$ cat config.mk
export PLATFORM = sky130hd
export DESIGN_NAME = pcx_rle_line_decoder_unit
export DESIGN_NICKNAME = d
export VERILOG_FILES = /design/src/hw/rtl/pcx_rle_pkg.sv /design/src/hw/rtl/pcx_rle_front.sv /design/src/hw/rtl/pcx_rle_queue.sv /design/src/hw/rtl/pcx_rle_back.sv /design/src/hw/rtl/pcx_rle_line_decoder_unit.sv
export SDC_FILE = /design/constraint.sdc
export NUM_CORES = 1
export LEC_CHECK = 0
export BUFFER_PORTS_ARGS = -buffer_cell sky130_fd_sc_hd__buf_2
export CAP_MARGIN = 20
export CORE_MARGIN = 2
export CORE_UTILIZATION = 45
export CTS_CLUSTER_SIZE = 24
export DETAILED_ROUTE_END_ITERATION = 6
export GPL_TIMING_DRIVEN = 0
export PLACE_DENSITY_LB_ADDON = 0.12
export SLEW_MARGIN = 20
export SYNTH_ARGS = -nofsm -noshare
export SYNTH_HDL_FRONTEND = slang
export SYNTH_SLANG_ARGS = --single-unit
$ cat constraint.sdc
create_clock -name clock -period 7.8 [get_ports clock]
set_clock_uncertainty 0.2 [all_clocks]
set_input_delay 0.78 -clock clock [delete_from_list [all_inputs] [get_ports clock]]
set_output_delay 0.78 -clock clock [all_outputs]
set_load 0.02 [all_outputs]
$ cat src/hw/rtl/pcx_rle_pkg.sv
// ----------------------------------------------------------------------------
// pcx_rle_pkg
// Shared types and constants for the PCX 8-bit run-length line decoder.
// ----------------------------------------------------------------------------
package pcx_rle_pkg;

   localparam int MAX_DIMENSION_DEF = 8192;
   localparam int BYTE_W            = 8;
   localparam int RUN_W             = 6;
   localparam int REG_W             = 14;
   localparam int CSR_INDEX_W       = 4;
   localparam int QUEUE_DEPTH       = 4;
   localparam int QUEUE_PTR_W       = 2;
   localparam int QUEUE_CNT_W       = 3;

   localparam logic [1:0] RUN_MARK = 2'b11;

   localparam logic [REG_W-1:0] LINE_WIDTH_RESET   = REG_W'(640);
   localparam logic [REG_W-1:0] IMAGE_HEIGHT_RESET = REG_W'(480);

   typedef enum logic [CSR_INDEX_W-1:0] {
      REG_LINE_WIDTH   = CSR_INDEX_W'(0),
      REG_IMAGE_HEIGHT = CSR_INDEX_W'(1)
   } reg_index_type;

   // One pixel command: a value repeated count times (count never zero).
   typedef struct packed {
      logic [BYTE_W-1:0] value;
      logic [RUN_W-1:0]  count;
   } cmd_type;

   typedef struct packed {
      logic    valid;
      cmd_type cmd;
   } cmd_push_type;

   typedef struct packed {
      logic                   valid;
      logic                   full;
      logic [QUEUE_CNT_W-1:0] count;
      cmd_type                cmd;
   } queue_status_type;

endpackage

$ cat src/hw/rtl/pcx_rle_front.sv
// ----------------------------------------------------------------------------
// pcx_rle_front
// Accepts compressed bytes, splits them into run counts, run values and
// literals, and issues pixel commands to the queue.
// ----------------------------------------------------------------------------
module pcx_rle_front (
   input  logic                          clock,
   input  logic                          reset,
   input  logic                          req_valid,
   output logic                          req_stall,
   input  logic [pcx_rle_pkg::BYTE_W-1:0] req_byte_value,
   input  logic                          queue_full,
   output pcx_rle_pkg::cmd_push_type     push
);

   logic                          awaiting_ff, awaiting_in;
   logic [pcx_rle_pkg::RUN_W-1:0] run_ff, run_in;
   logic                          accept;

   assign req_stall = queue_full;
   assign accept    = req_valid && !req_stall;

   always_comb begin
      awaiting_in     = awaiting_ff;
      run_in          = run_ff;
      push.valid      = 1'b0;
      push.cmd.value  = req_byte_value;
      push.cmd.count  = pcx_rle_pkg::RUN_W'(1);
      if (accept) begin
         if (awaiting_ff) begin
            awaiting_in    = 1'b0;
            run_in         = '0;
            push.cmd.count = run_ff;
            push.valid     = (run_ff != '0);
         end else if (req_byte_value[7:6] == pcx_rle_pkg::RUN_MARK) begin
            awaiting_in = 1'b1;
            run_in      = req_byte_value[pcx_rle_pkg::RUN_W-1:0];
         end else begin
            push.valid = 1'b1;
         end
      end
   end

   always_ff @(posedge clock) begin
      if (reset) begin
         awaiting_ff <= 1'b0;
         run_ff      <= '0;
      end else begin
         awaiting_ff <= awaiting_in;
         run_ff      <= run_in;
      end
   end

endmodule

$ cat src/hw/rtl/pcx_rle_queue.sv
// ----------------------------------------------------------------------------
// pcx_rle_queue
// Short command queue between the byte front end and the pixel back end.
// ----------------------------------------------------------------------------
module pcx_rle_queue (
   input  logic                          clock,
   input  logic                          reset,
   input  pcx_rle_pkg::cmd_push_type     push,
   input  logic                          pop,
   output pcx_rle_pkg::queue_status_type status
);

   pcx_rle_pkg::cmd_type                  entry_ff [pcx_rle_pkg::QUEUE_DEPTH];
   logic [pcx_rle_pkg::QUEUE_PTR_W-1:0]   wr_ptr_ff, wr_ptr_in;
   logic [pcx_rle_pkg::QUEUE_PTR_W-1:0]   rd_ptr_ff, rd_ptr_in;
   logic [pcx_rle_pkg::QUEUE_CNT_W-1:0]   count_ff, count_in;
   logic                                  do_push, do_pop;

   assign status.valid = (count_ff != '0);
   assign status.full  = (count_ff == pcx_rle_pkg::QUEUE_CNT_W'(pcx_rle_pkg::QUEUE_DEPTH));
   assign status.count = count_ff;
   assign status.cmd   = entry_ff[rd_ptr_ff];

   assign do_push = push.valid && !status.full;
   assign do_pop  = pop && status.valid;

   always_comb begin
      wr_ptr_in = do_push ? wr_ptr_ff + 1'b1 : wr_ptr_ff;
      rd_ptr_in = do_pop  ? rd_ptr_ff + 1'b1 : rd_ptr_ff;
      count_in  = count_ff;
      if (do_push && !do_pop) begin
         count_in = count_ff + 1'b1;
      end else if (do_pop && !do_push) begin
         count_in = count_ff - 1'b1;
      end
   end

   always_ff @(posedge clock) begin
      if (do_push) begin
         entry_ff[wr_ptr_ff] <= push.cmd;
      end
   end

   always_ff @(posedge clock) begin
      if (reset) begin
         wr_ptr_ff <= '0;
         rd_ptr_ff <= '0;
         count_ff  <= '0;
      end else begin
         wr_ptr_ff <= wr_ptr_in;
         rd_ptr_ff <= rd_ptr_in;
         count_ff  <= count_in;
      end
   end

endmodule

$ cat src/hw/rtl/pcx_rle_back.sv
// ----------------------------------------------------------------------------
// pcx_rle_back
// Expands pixel commands into pixels, tracks column and row, clips runs at
// the line end and drops everything once the image is complete.
// ----------------------------------------------------------------------------
module pcx_rle_back #(
   parameter int MAX_DIMENSION = pcx_rle_pkg::MAX_DIMENSION_DEF
) (
   input  logic                            clock,
   input  logic                            reset,
   input  logic [pcx_rle_pkg::REG_W-1:0]   line_width,
   input  logic [pcx_rle_pkg::REG_W-1:0]   image_height,
   input  pcx_rle_pkg::queue_status_type   queue,
   output logic                            pop,
   output logic                            rsp_valid,
   input  logic                            rsp_stall,
   output logic [pcx_rle_pkg::BYTE_W-1:0]  rsp_pixel,
   output logic                            rsp_last_of_input,
   output logic                            rsp_end_of_line,
   output logic                            rsp_end_of_image
);

   localparam int COL_W = $clog2(MAX_DIMENSION);
   localparam int DIM_W = $clog2(MAX_DIMENSION + 1);
   localparam int CMP_W = (DIM_W > pcx_rle_pkg::REG_W) ? DIM_W : pcx_rle_pkg::REG_W;
   localparam logic [CMP_W-1:0] MAX_DIM = CMP_W'(MAX_DIMENSION);

   logic                          busy_ff, busy_in;
   logic [pcx_rle_pkg::BYTE_W-1:0] value_ff, value_in;
   logic [pcx_rle_pkg::RUN_W-1:0]  remain_ff, remain_in;
   logic [COL_W-1:0]              col_ff, col_in;
   logic [COL_W-1:0]              row_ff, row_in;
   logic                          done_ff, done_in;
   logic                          valid_ff, valid_in;
   logic [pcx_rle_pkg::BYTE_W-1:0] pixel_ff, pixel_in;
   logic                          last_ff, last_in;
   logic                          eol_ff, eol_in;
   logic                          eoi_ff, eoi_in;

   logic [CMP_W-1:0] width_ext, height_ext, width_clamp, height_clamp;
   logic             out_free, emit, eol, eoi, last, finishing, done_now;

   assign width_ext  = CMP_W'(line_width);
   assign height_ext = CMP_W'(image_height);

   always_comb begin
      if (width_ext == '0) begin
         width_clamp = CMP_W'(1);
      end else if (width_ext > MAX_DIM) begin
         width_clamp = MAX_DIM;
      end else begin
         width_clamp = width_ext;
      end
      if (height_ext == '0) begin
         height_clamp = CMP_W'(1);
      end else if (height_ext > MAX_DIM) begin
         height_clamp = MAX_DIM;
      end else begin
         height_clamp = height_ext;
      end
   end

   assign out_free  = !valid_ff || !rsp_stall;
   assign emit      = busy_ff && out_free;
   assign eol       = (CMP_W'(col_ff) + CMP_W'(1)) >= width_clamp;
   assign eoi       = eol && ((CMP_W'(row_ff) + CMP_W'(1)) >= height_clamp);
   assign last      = (remain_ff == pcx_rle_pkg::RUN_W'(1)) || eol;
   assign finishing = emit && last;
   assign done_now  = done_ff || (emit && eoi);
   assign pop       = queue.valid && (!busy_ff || finishing);

   always_comb begin
      busy_in   = busy_ff;
      value_in  = value_ff;
      remain_in = remain_ff;
      col_in    = col_ff;
      row_in    = row_ff;
      done_in   = done_now;
      valid_in  = rsp_stall ? valid_ff : 1'b0;
      pixel_in  = pixel_ff;
      last_in   = last_ff;
      eol_in    = eol_ff;
      eoi_in    = eoi_ff;

      if (emit) begin
         remain_in = remain_ff - 1'b1;
         valid_in  = 1'b1;
         pixel_in  = value_ff;
         last_in   = last;
         eol_in    = eol;
         eoi_in    = eoi;
         if (eol) begin
            col_in = '0;
            row_in = eoi ? '0 : row_ff + 1'b1;
         end else begin
            col_in = col_ff + 1'b1;
         end
         if (last) begin
            busy_in = 1'b0;
         end
      end

      if (pop) begin
         busy_in   = !done_now;
         value_in  = queue.cmd.value;
         remain_in = queue.cmd.count;
      end
   end

   always_ff @(posedge clock) begin
      if (reset) begin
         busy_ff  <= 1'b0;
         col_ff   <= '0;
         row_ff   <= '0;
         done_ff  <= 1'b0;
         valid_ff <= 1'b0;
      end else begin
         busy_ff  <= busy_in;
         col_ff   <= col_in;
         row_ff   <= row_in;
         done_ff  <= done_in;
         valid_ff <= valid_in;
      end
   end

   always_ff @(posedge clock) begin
      value_ff  <= value_in;
      remain_ff <= remain_in;
      pixel_ff  <= pixel_in;
      last_ff   <= last_in;
      eol_ff    <= eol_in;
      eoi_ff    <= eoi_in;
   end

   assign rsp_valid         = valid_ff;
   assign rsp_pixel         = pixel_ff;
   assign rsp_last_of_input = last_ff;
   assign rsp_end_of_line   = eol_ff;
   assign rsp_end_of_image  = eoi_ff;

endmodule

$ cat src/hw/rtl/pcx_rle_line_decoder_unit.sv
// ----------------------------------------------------------------------------
// pcx_rle_line_decoder_unit
// Run-length decoder for 8-bit PCX pixel data with line and image framing.
// ----------------------------------------------------------------------------
// The front end takes one compressed byte per cycle into a four-entry command
// queue, unless the queue is full; a literal becomes one pixel, a count byte
// plus value byte become a run of up to 63 pixels. The back end emits one
// pixel per cycle from its output register unless the receiver stalls, so
// once the queue fills, long runs hold the input back while they expand.
// Runs are clipped at the line end; after the last pixel of the image
// every further byte is accepted and dropped until reset. line_width and
// image_height (indexes 0 and 1) read zero as one and saturate at
// MAX_DIMENSION; write them only while the unit is idle.
// ----------------------------------------------------------------------------
module pcx_rle_line_decoder_unit #(
   parameter int MAX_DIMENSION = pcx_rle_pkg::MAX_DIMENSION_DEF
) (
   input  logic                                clock,
   input  logic                                reset,
   input  logic                                req_valid,
   output logic                                req_stall,
   input  logic [pcx_rle_pkg::BYTE_W-1:0]      req_byte_value,
   output logic                                rsp_valid,
   input  logic                                rsp_stall,
   output logic [pcx_rle_pkg::BYTE_W-1:0]      rsp_pixel,
   output logic                                rsp_last_of_input,
   output logic                                rsp_end_of_line,
   output logic                                rsp_end_of_image,
   input  logic                                csr_valid,
   output logic                                csr_ready,
   input  logic [pcx_rle_pkg::CSR_INDEX_W-1:0] csr_index,
   input  logic [pcx_rle_pkg::REG_W-1:0]       csr_data
);

   logic [pcx_rle_pkg::REG_W-1:0]  line_width_ff, line_width_in;
   logic [pcx_rle_pkg::REG_W-1:0]  image_height_ff, image_height_in;
   pcx_rle_pkg::cmd_push_type      push;
   pcx_rle_pkg::queue_status_type  q_stat;
   logic                           pop;

   assign csr_ready = 1'b1;

   always_comb begin
      line_width_in   = line_width_ff;
      image_height_in = image_height_ff;
      if (csr_valid && csr_ready) begin
         unique case (csr_index)
            pcx_rle_pkg::REG_LINE_WIDTH:   line_width_in   = csr_data;
            pcx_rle_pkg::REG_IMAGE_HEIGHT: image_height_in = csr_data;
            default: ;
         endcase
      end
   end

   always_ff @(posedge clock) begin
      if (reset) begin
         line_width_ff   <= pcx_rle_pkg::LINE_WIDTH_RESET;
         image_height_ff <= pcx_rle_pkg::IMAGE_HEIGHT_RESET;
      end else begin
         line_width_ff   <= line_width_in;
         image_height_ff <= image_height_in;
      end
   end

   pcx_rle_front u_front (
      .clock          (clock),
      .reset          (reset),
      .req_valid      (req_valid),
      .req_stall      (req_stall),
      .req_byte_value (req_byte_value),
      .queue_full     (q_stat.full),
      .push           (push)
   );

   pcx_rle_queue u_queue (
      .clock  (clock),
      .reset  (reset),
      .push   (push),
      .pop    (pop),
      .status (q_stat)
   );

   pcx_rle_back #(
      .MAX_DIMENSION (MAX_DIMENSION)
   ) u_back (
      .clock             (clock),
      .reset             (reset),
      .line_width        (line_width_ff),
      .image_height      (image_height_ff),
      .queue             (q_stat),
      .pop               (pop),
      .rsp_valid         (rsp_valid),
      .rsp_stall         (rsp_stall),
      .rsp_pixel         (rsp_pixel),
      .rsp_last_of_input (rsp_last_of_input),
      .rsp_end_of_line   (rsp_end_of_line),
      .rsp_end_of_image  (rsp_end_of_image)
   );

   a_queue_bound: assert property (@(posedge clock) disable iff (reset)
      q_stat.count <= pcx_rle_pkg::QUEUE_CNT_W'(pcx_rle_pkg::QUEUE_DEPTH))
      else $error("command queue count out of range");

   a_no_push_when_full: assert property (@(posedge clock) disable iff (reset)
      (push.valid && q_stat.full) |-> 1'b0)
      else $error("item pushed into a full queue");

   a_eoi_ends_run: assert property (@(posedge clock) disable iff (reset)
      (rsp_valid && rsp_end_of_image) |-> (rsp_end_of_line && rsp_last_of_input))
      else $error("end of image without end of line and last of input");

   a_eol_ends_run: assert property (@(posedge clock) disable iff (reset)
      (rsp_valid && rsp_end_of_line) |-> rsp_last_of_input)
      else $error("run not clipped at line end");

endmodule

Word-level counts from Yosys, hierarchy flattened
Memories as Yosys holds them, arrays and structs flattened. A register that Yosys moved wholly into a read port is not among the register bits.
Cells that the tools add are included.
{"block": "totals", "register_bits": 96, "mem_bits_rw": 56, "inputBits": 31, "output_inout_bits": 14, "wordCells": 100, "memories": 1}
{"name": "u_queue.entry_ff", "depth": 4, "word_bits": 14, "rd": 1, "rd_clocked_by_memory_dff": 1, "wr": 1, "line": "pcx_rle_queue.sv:13", "source": "pcx_rle_pkg::cmd_type entry_ff [pcx_rle_pkg::QUEUE_DEPTH];"}
{"block": "classes", "n_addsub": 9, "order_cmp": 4, "eq_ne": 5, "n_mux": 28, "reduce_logical": 35}
{"op": "14-bit 2-to-1 mux", "count": 4}
{"op": "6-bit 2-to-1 mux", "count": 6}
{"op": "13-bit by 1-bit adder with 14-bit output (second input constant)", "count": 2}
{"op": "14-bit greater-or-equal comparator", "count": 2}
{"op": "14-bit > comparator (second input constant)", "count": 2}
{"op": "14-bit logical NOT", "count": 2}
{"op": "13-bit by 1-bit adder with 13-bit output (second input constant)", "count": 2}
{"op": "13-bit 2-to-1 mux", "count": 2}
{"op": "1-bit 2-to-1 mux", "count": 12}
{"op": "1-bit logical AND", "count": 10}
{"op": "2-bit AND reduction", "count": 5}
{"op": "2-bit nonzero test", "count": 4}
{"op": "1-bit logical NOT", "count": 7}
{"op": "6-bit by 1-bit equality test with 1-bit output (second input constant)", "count": 1}
{"op": "3-bit 2-to-1 mux", "count": 2}
{"op": "6-bit nonzero test", "count": 1}
{"op": "6-bit by 1-bit subtractor with 6-bit output (second input constant)", "count": 1}
{"op": "2-bit by 1-bit adder with 2-bit output (second input constant)", "count": 2}
{"op": "4-bit by 1-bit equality test with 1-bit output (second input constant)", "count": 1}
{"op": "4-bit logical NOT", "count": 1}
{"op": "1-bit logical OR", "count": 4}
{"op": "2-bit 2-to-1 mux", "count": 2}
{"op": "3-bit by 1-bit adder with 3-bit output (second input constant)", "count": 1}
{"op": "3-bit equality test (second input constant)", "count": 1}
{"op": "other kinds (4)", "count": 4}

Logic depth before layout (Yosys ltp)
{"block": "logic_depth", "word_depth": 12, "depth_mapped": 22, "mapped_depth_nobuf": 19}

Modules after synthesis
Synthesis repeated with hierarchy kept, for this count alone.
{"block": "unflattened", "hier_cells": 668, "hier_area_um2": 7611.0}
{"module": "pcx_rle_back", "instances": 1, "cells_each": 382, "area_per_inst_um2": 3457.1}
{"module": "pcx_rle_queue", "instances": 1, "cells_each": 121, "area_per_inst_um2": 2512.4}
{"module": "pcx_rle_line_decoder_unit", "instances": 1, "cells_each": 112, "area_per_inst_um2": 1202.4}
{"module": "pcx_rle_front", "instances": 1, "cells_each": 53, "area_per_inst_um2": 439.2}

Worst setup path before layout
Ideal clock, no wire load.
{"block": "synth_path", "path_kind": "register -> register", "start": "register u_back.col_ff[0]", "end": "register u_queue.count_ff[2] (netlist bit)", "t_arrival_ns": 4.171, "t_required_ns": 7.530, "slack_ns": 3.359, "path_stages_with_launch": 23, "period_less_slack_ns": 4.441, "path_cell_list": "dfxtp_1 > ha_1 > nand3_1 > nor2_1 > and3_1 > clkbuf_2 > nand3_1 > xnor2_1 > ha_1 > a21oi_2 > nand2_1 > a221oi_1 > and2_1 > buf_6 > inv_8 > o211ai_4 > buf_8 > ha_1 > inv_1 > fa_1 > xor2_1 > or3_1 > a21oi_1"}
{"block": "synth_via", "elab_chain_cells": 10, "word_cells_on_any_way": 12, "classes_between": "add/sub (1); order compare (1); mux (1); reduce/logical (9)"}
{"item": "start, declared", "line": "pcx_rle_back.sv:31", "source": "logic [COL_W-1:0] col_ff, col_in;"}
{"item": "start signal, assigned", "line": "pcx_rle_back.sv:119", "source": "col_ff <= col_in;"}
{"item": "13-bit by 1-bit adder with 14-bit output *", "line": "pcx_rle_back.sv:65", "source": "assign eol = (CMP_W'(col_ff) + CMP_W'(1)) >= width_clamp;"}
{"item": "14-bit greater-or-equal comparator *", "line": "pcx_rle_back.sv:65"}
{"item": "named net u_back.eol", "line": "pcx_rle_back.sv:41", "source": "logic out_free, emit, eol, eoi, last, finishing, done_now;"}
{"item": "1-bit logical OR *", "line": "pcx_rle_back.sv:67", "source": "assign last = (remain_ff == pcx_rle_pkg::RUN_W'(1)) || eol;"}
{"item": "1-bit logical AND *", "line": "pcx_rle_back.sv:68", "source": "assign finishing = emit && last;"}
{"item": "1-bit logical OR *", "line": "pcx_rle_back.sv:70", "source": "assign pop = queue.valid && (!busy_ff || finishing);"}
{"item": "1-bit logical AND *", "line": "pcx_rle_back.sv:70"}
{"item": "1-bit logical AND *", "line": "pcx_rle_queue.sv:25", "source": "assign do_pop = pop && status.valid;"}
{"item": "1-bit logical NOT", "line": "pcx_rle_queue.sv:31", "source": "if (do_push && !do_pop) begin"}
{"item": "1-bit logical AND", "line": "pcx_rle_queue.sv:31"}
{"item": "3-bit 2-to-1 mux / 2-bit nonzero test (equally long branches)"}
{"item": "end signal, assigned", "line": "pcx_rle_queue.sv:52", "source": "count_ff <= count_in;"}
{"item": "end, declared", "line": "pcx_rle_queue.sv:16", "source": "logic [pcx_rle_pkg::QUEUE_CNT_W-1:0] count_ff, count_in;"}
Mark *: on every way through the listed nets, which the timed path passes. The rest lies on a longest branch.
A chain may end at the register's enable or synchronous reset.

Worst setup path after layout
Ends and elaborated chain as after synthesis.

==> results.toml <==
[floorplanning]
pin_count = 45
core_um2 = 15700
die_h_um = 130
floorplan.initialDensity_pct = 45.4
die_w_um = 130
num_rows = 46
die-area_um2 = 16900

[worst_setup_path]
cpPeakStageDelay_ns = 0.45
arrival_ns = 5.26
crit_top_cell = "ha_1"
critPathMaxFanout = 10
crit_type = "register to register"
cp-end-kind = "register"
crit_slowest_cell = "dfxtp_1"
required_ns = 7.96
cp-start-kind = "register"
worstPathCellList = "ha_1 -> nand3_1 -> nor2_1 -> and3_1 -> clkbuf_2 -> nand3_1 -> xnor2_1 -> ha_1 -> a21oi_2 -> nand2_1 -> a221oi_1 -> and2_1 -> buf_6 -> inv_8 -> o211ai_4 -> buf_8 -> ha_1 -> inv_1 -> fa_1 -> xor2_1 -> or3_1 -> a21oi_1"

[clocking]
hold_buffers = 0
cts-buffers-inserted = 17
cts_resized = 0
path_clk_slew_ns = 0.07
cts_tree = "done"
worstSkewPairLatency_ns = 0.43
root_buffer = "clkbuf_16"
cts_setup_buffers = 0
htreeDepth = 4
cts.sinks = 154
clockBufferDepth = 2

[timing]
tns_ns = 0
finalCritPeriodShare_pct = 65.5
fin_ws_ns = 2.69
rsz0062_at_grt = "false"
max_slew.worst_pin.slew_ns = 0.787
final.min_clock_period_ns = 5.11
setup_violations = 0
hold_viol = 0
fmax_ghz = 0.196
slew_viol_final = 0
slew_headroom_pct = 47.5

[synthesis]
synth-edff-count = 81
yosysWarningCount = 0
netlist_instances = 653
async_flop_share_pct = 0
ys_seq_area_share_pct = 54.6
synthFlopType = "edfxtp_1"
syn_area_per_cell_um2 = 10.9
ys_types = 59
synth-seq-cells = 154
synth.cell_area_um2 = 7130
synth_fp_nets = 722

[detailed_routing]
routed_wl_mm = 14.9
dr.pass1.iters = 5
first_iter_violations = 299
viasPerCell = 5.33
drc = 0
avgRoutedWirePerCell_um = 15.8
antenna_left = 0
dr_total_vias = 5034

[global_routing]
track_usage_pct = 18.9
grt_remaining_overflow = 0
antenna_found_initial = 0
grt_start_max_net_pins = 18
grt_pass1_vias = 4935
grt_pass1_wl_mm = 24.4

[placed_design]
place_hpwl_mm = 10.9
place.gp.congestion = 0.834
numPortBuffers = 43
place_ws_ns = 2.73

[power]
leakage_uw = 0.00309
powerDensity_nw_per_um2 = 285
ir_worst_vdd_mv = 0.184

[final_layout]
regArea_um2 = 3890
final_nets = 784
diodes = 0
fin_util_pct = 52.2
multi_input_area_um2 = 3020
drive_gt1_share_pct = 15.8
n_fill_cell = 1400
area_growth_syn_to_layout_pct = 15.0

[min_path]
hold_class = "register to register"

[flow_run]
drv_cap = 0

[outcome]
status = "completed"
-- cells in the final DEF, fill, tap and decap left out, types with 8 or more instances in the layout --
master	n
nand2_1	114
a21oi_1	56
nor3_1	10
nor2_1	32
nand3_1	26
and3_1	12
nand3b_1	9
buf_2	45
or3_1	9
nand4_1	8
mux4_2	14
clkbuf_1	16
inv_1	22
xnor2_1	17
clkbuf_16	17
o21ai_0	12
ha_1	37
dfxtp_1	73
edfxtp_1	81
xor2_1	13
-- state kept, by name, indices dropped and copies added (netlist names), 2 cells and up, named ones only --
register / flops
u_queue.entry_ff: 56
image_height_ff: 14
line_width_ff: 14
u_back.col_ff: 13
u_back.row_ff: 13
u_back.rsp_pixel: 8
u_back.value_ff: 8
u_back.remain_ff: 6
u_front.run_ff: 6
u_queue.count_ff: 3
u_queue.rd_ptr_ff: 2
u_queue.wr_ptr_ff: 2
-- Yosys cell counts, types with 4 or more instances --
cell | count | share of area, %
a21oi_1 | 56 | 3.9
a21oi_2 | 5 | 0.61
a22o_1 | 4 | 0.49
a22oi_1 | 6 | 0.63
a31oi_1 | 5 | 0.44
and2_1 | 7 | 0.61
and3_1 | 12 | 1.1
buf_4 | 4 | 0.42
clkbuf_1 | 16 | 0.84
dfxtp_1 | 73 | 20
edfxtp_1 | 81 | 34
ha_1 | 37 | 6.5
inv_1 | 22 | 1.2
mux4_2 | 14 | 4.4
nand2_1 | 114 | 6.0
nand2b_1 | 6 | 0.53
nand3_1 | 26 | 1.8
nand3b_1 | 9 | 0.95
nand4_1 | 8 | 0.70
nor2_1 | 32 | 1.7
nor3_1 | 10 | 0.70
nor4_1 | 6 | 0.53
o21ai_0 | 12 | 0.84
o32ai_1 | 4 | 0.49
or3_1 | 9 | 0.79
xnor2_1 | 17 | 2.1
xor2_1 | 13 | 1.6
-- worst max-delay path, delay by kind of cell (launching register included) --
family                     cells  cell delay (ns)
adders and majority gates      4             1.17
AOI/OAI and AO/OA              4             0.88
xor gates and xnor gates       2             0.33
buffers and inverters          5             0.65
and+or+nand+nor                7             1.36
DFF                            1             0.45
-- logic make-up (layout without fill, tap and decap cells) --
group	Yosys count	after routing	synth area share, %
muxes	17	17	4.84
other	1	1	0.0526
xor gates and xnor gates	30	30	3.68
AOI/OAI and AO/OA	109	109	9.51
and+or+nand+nor	256	256	17.4
DFF	154	154	54.6
buffers and inverters	48	123	3.16
adders and majority gates	38	38	6.77
-- per-stage QoR --
step           power [uW]  cells  hold slack [ns]  instance area [um^2]
3_5_place_dp         1570    912            0.205                  7620
5_1_grt              2450    944            0.219                  8200
6_report             2340    944            0.219                  8200
4_1_cts              2360    944            0.217                  8200
2_1_floorplan        1430    653            0.200                  7130
3_3_place_gp         1550    912            0.206                  7620
-- cell type report --
type	instances	share of cell area [%]
Clock buffer	17	5.19
Sequential cell	154	47.5
Timing Repair Buffer	43	2.62
Clock inverter	15	1.91
Buffer	25	1.60
Tap cell	216	3.30
Inverter	23	1.14
Multi-Input combinational cell	451	36.8
-- where the power goes --
part | internal [uW] | total (uW) | switching (uW)
registers | 1000 | 1060 | 55.0
clock network | 425 | 796 | 371
logic | 199 | 485 | 286
-- worst paths after layout --
path,slack [ns],cells after the start,endpoint,start
worst min register to register,0.22,0,u_back.rsp_pixel[0],u_back.value_ff[0]
worst max register to register,2.69,22,u_queue.count_ff[2],u_back.col_ff[0]
worst max-delay path,2.69,22,u_queue.count_ff[2],u_back.col_ff[0]
worst min-delay path,0.22,0,u_back.rsp_pixel[0],u_back.value_ff[0]
-- metal layers --
layer	share of wire [%]	track usage [%]	up-vias
li1	-	-	2476
met1	45	23.6	2417
met2	49	32.3	122
met3	4.5	5.00	19
met4	1.5	5.57	0
met5	0	0	-
No activity file was read; power rests on OpenSTA's default activity.
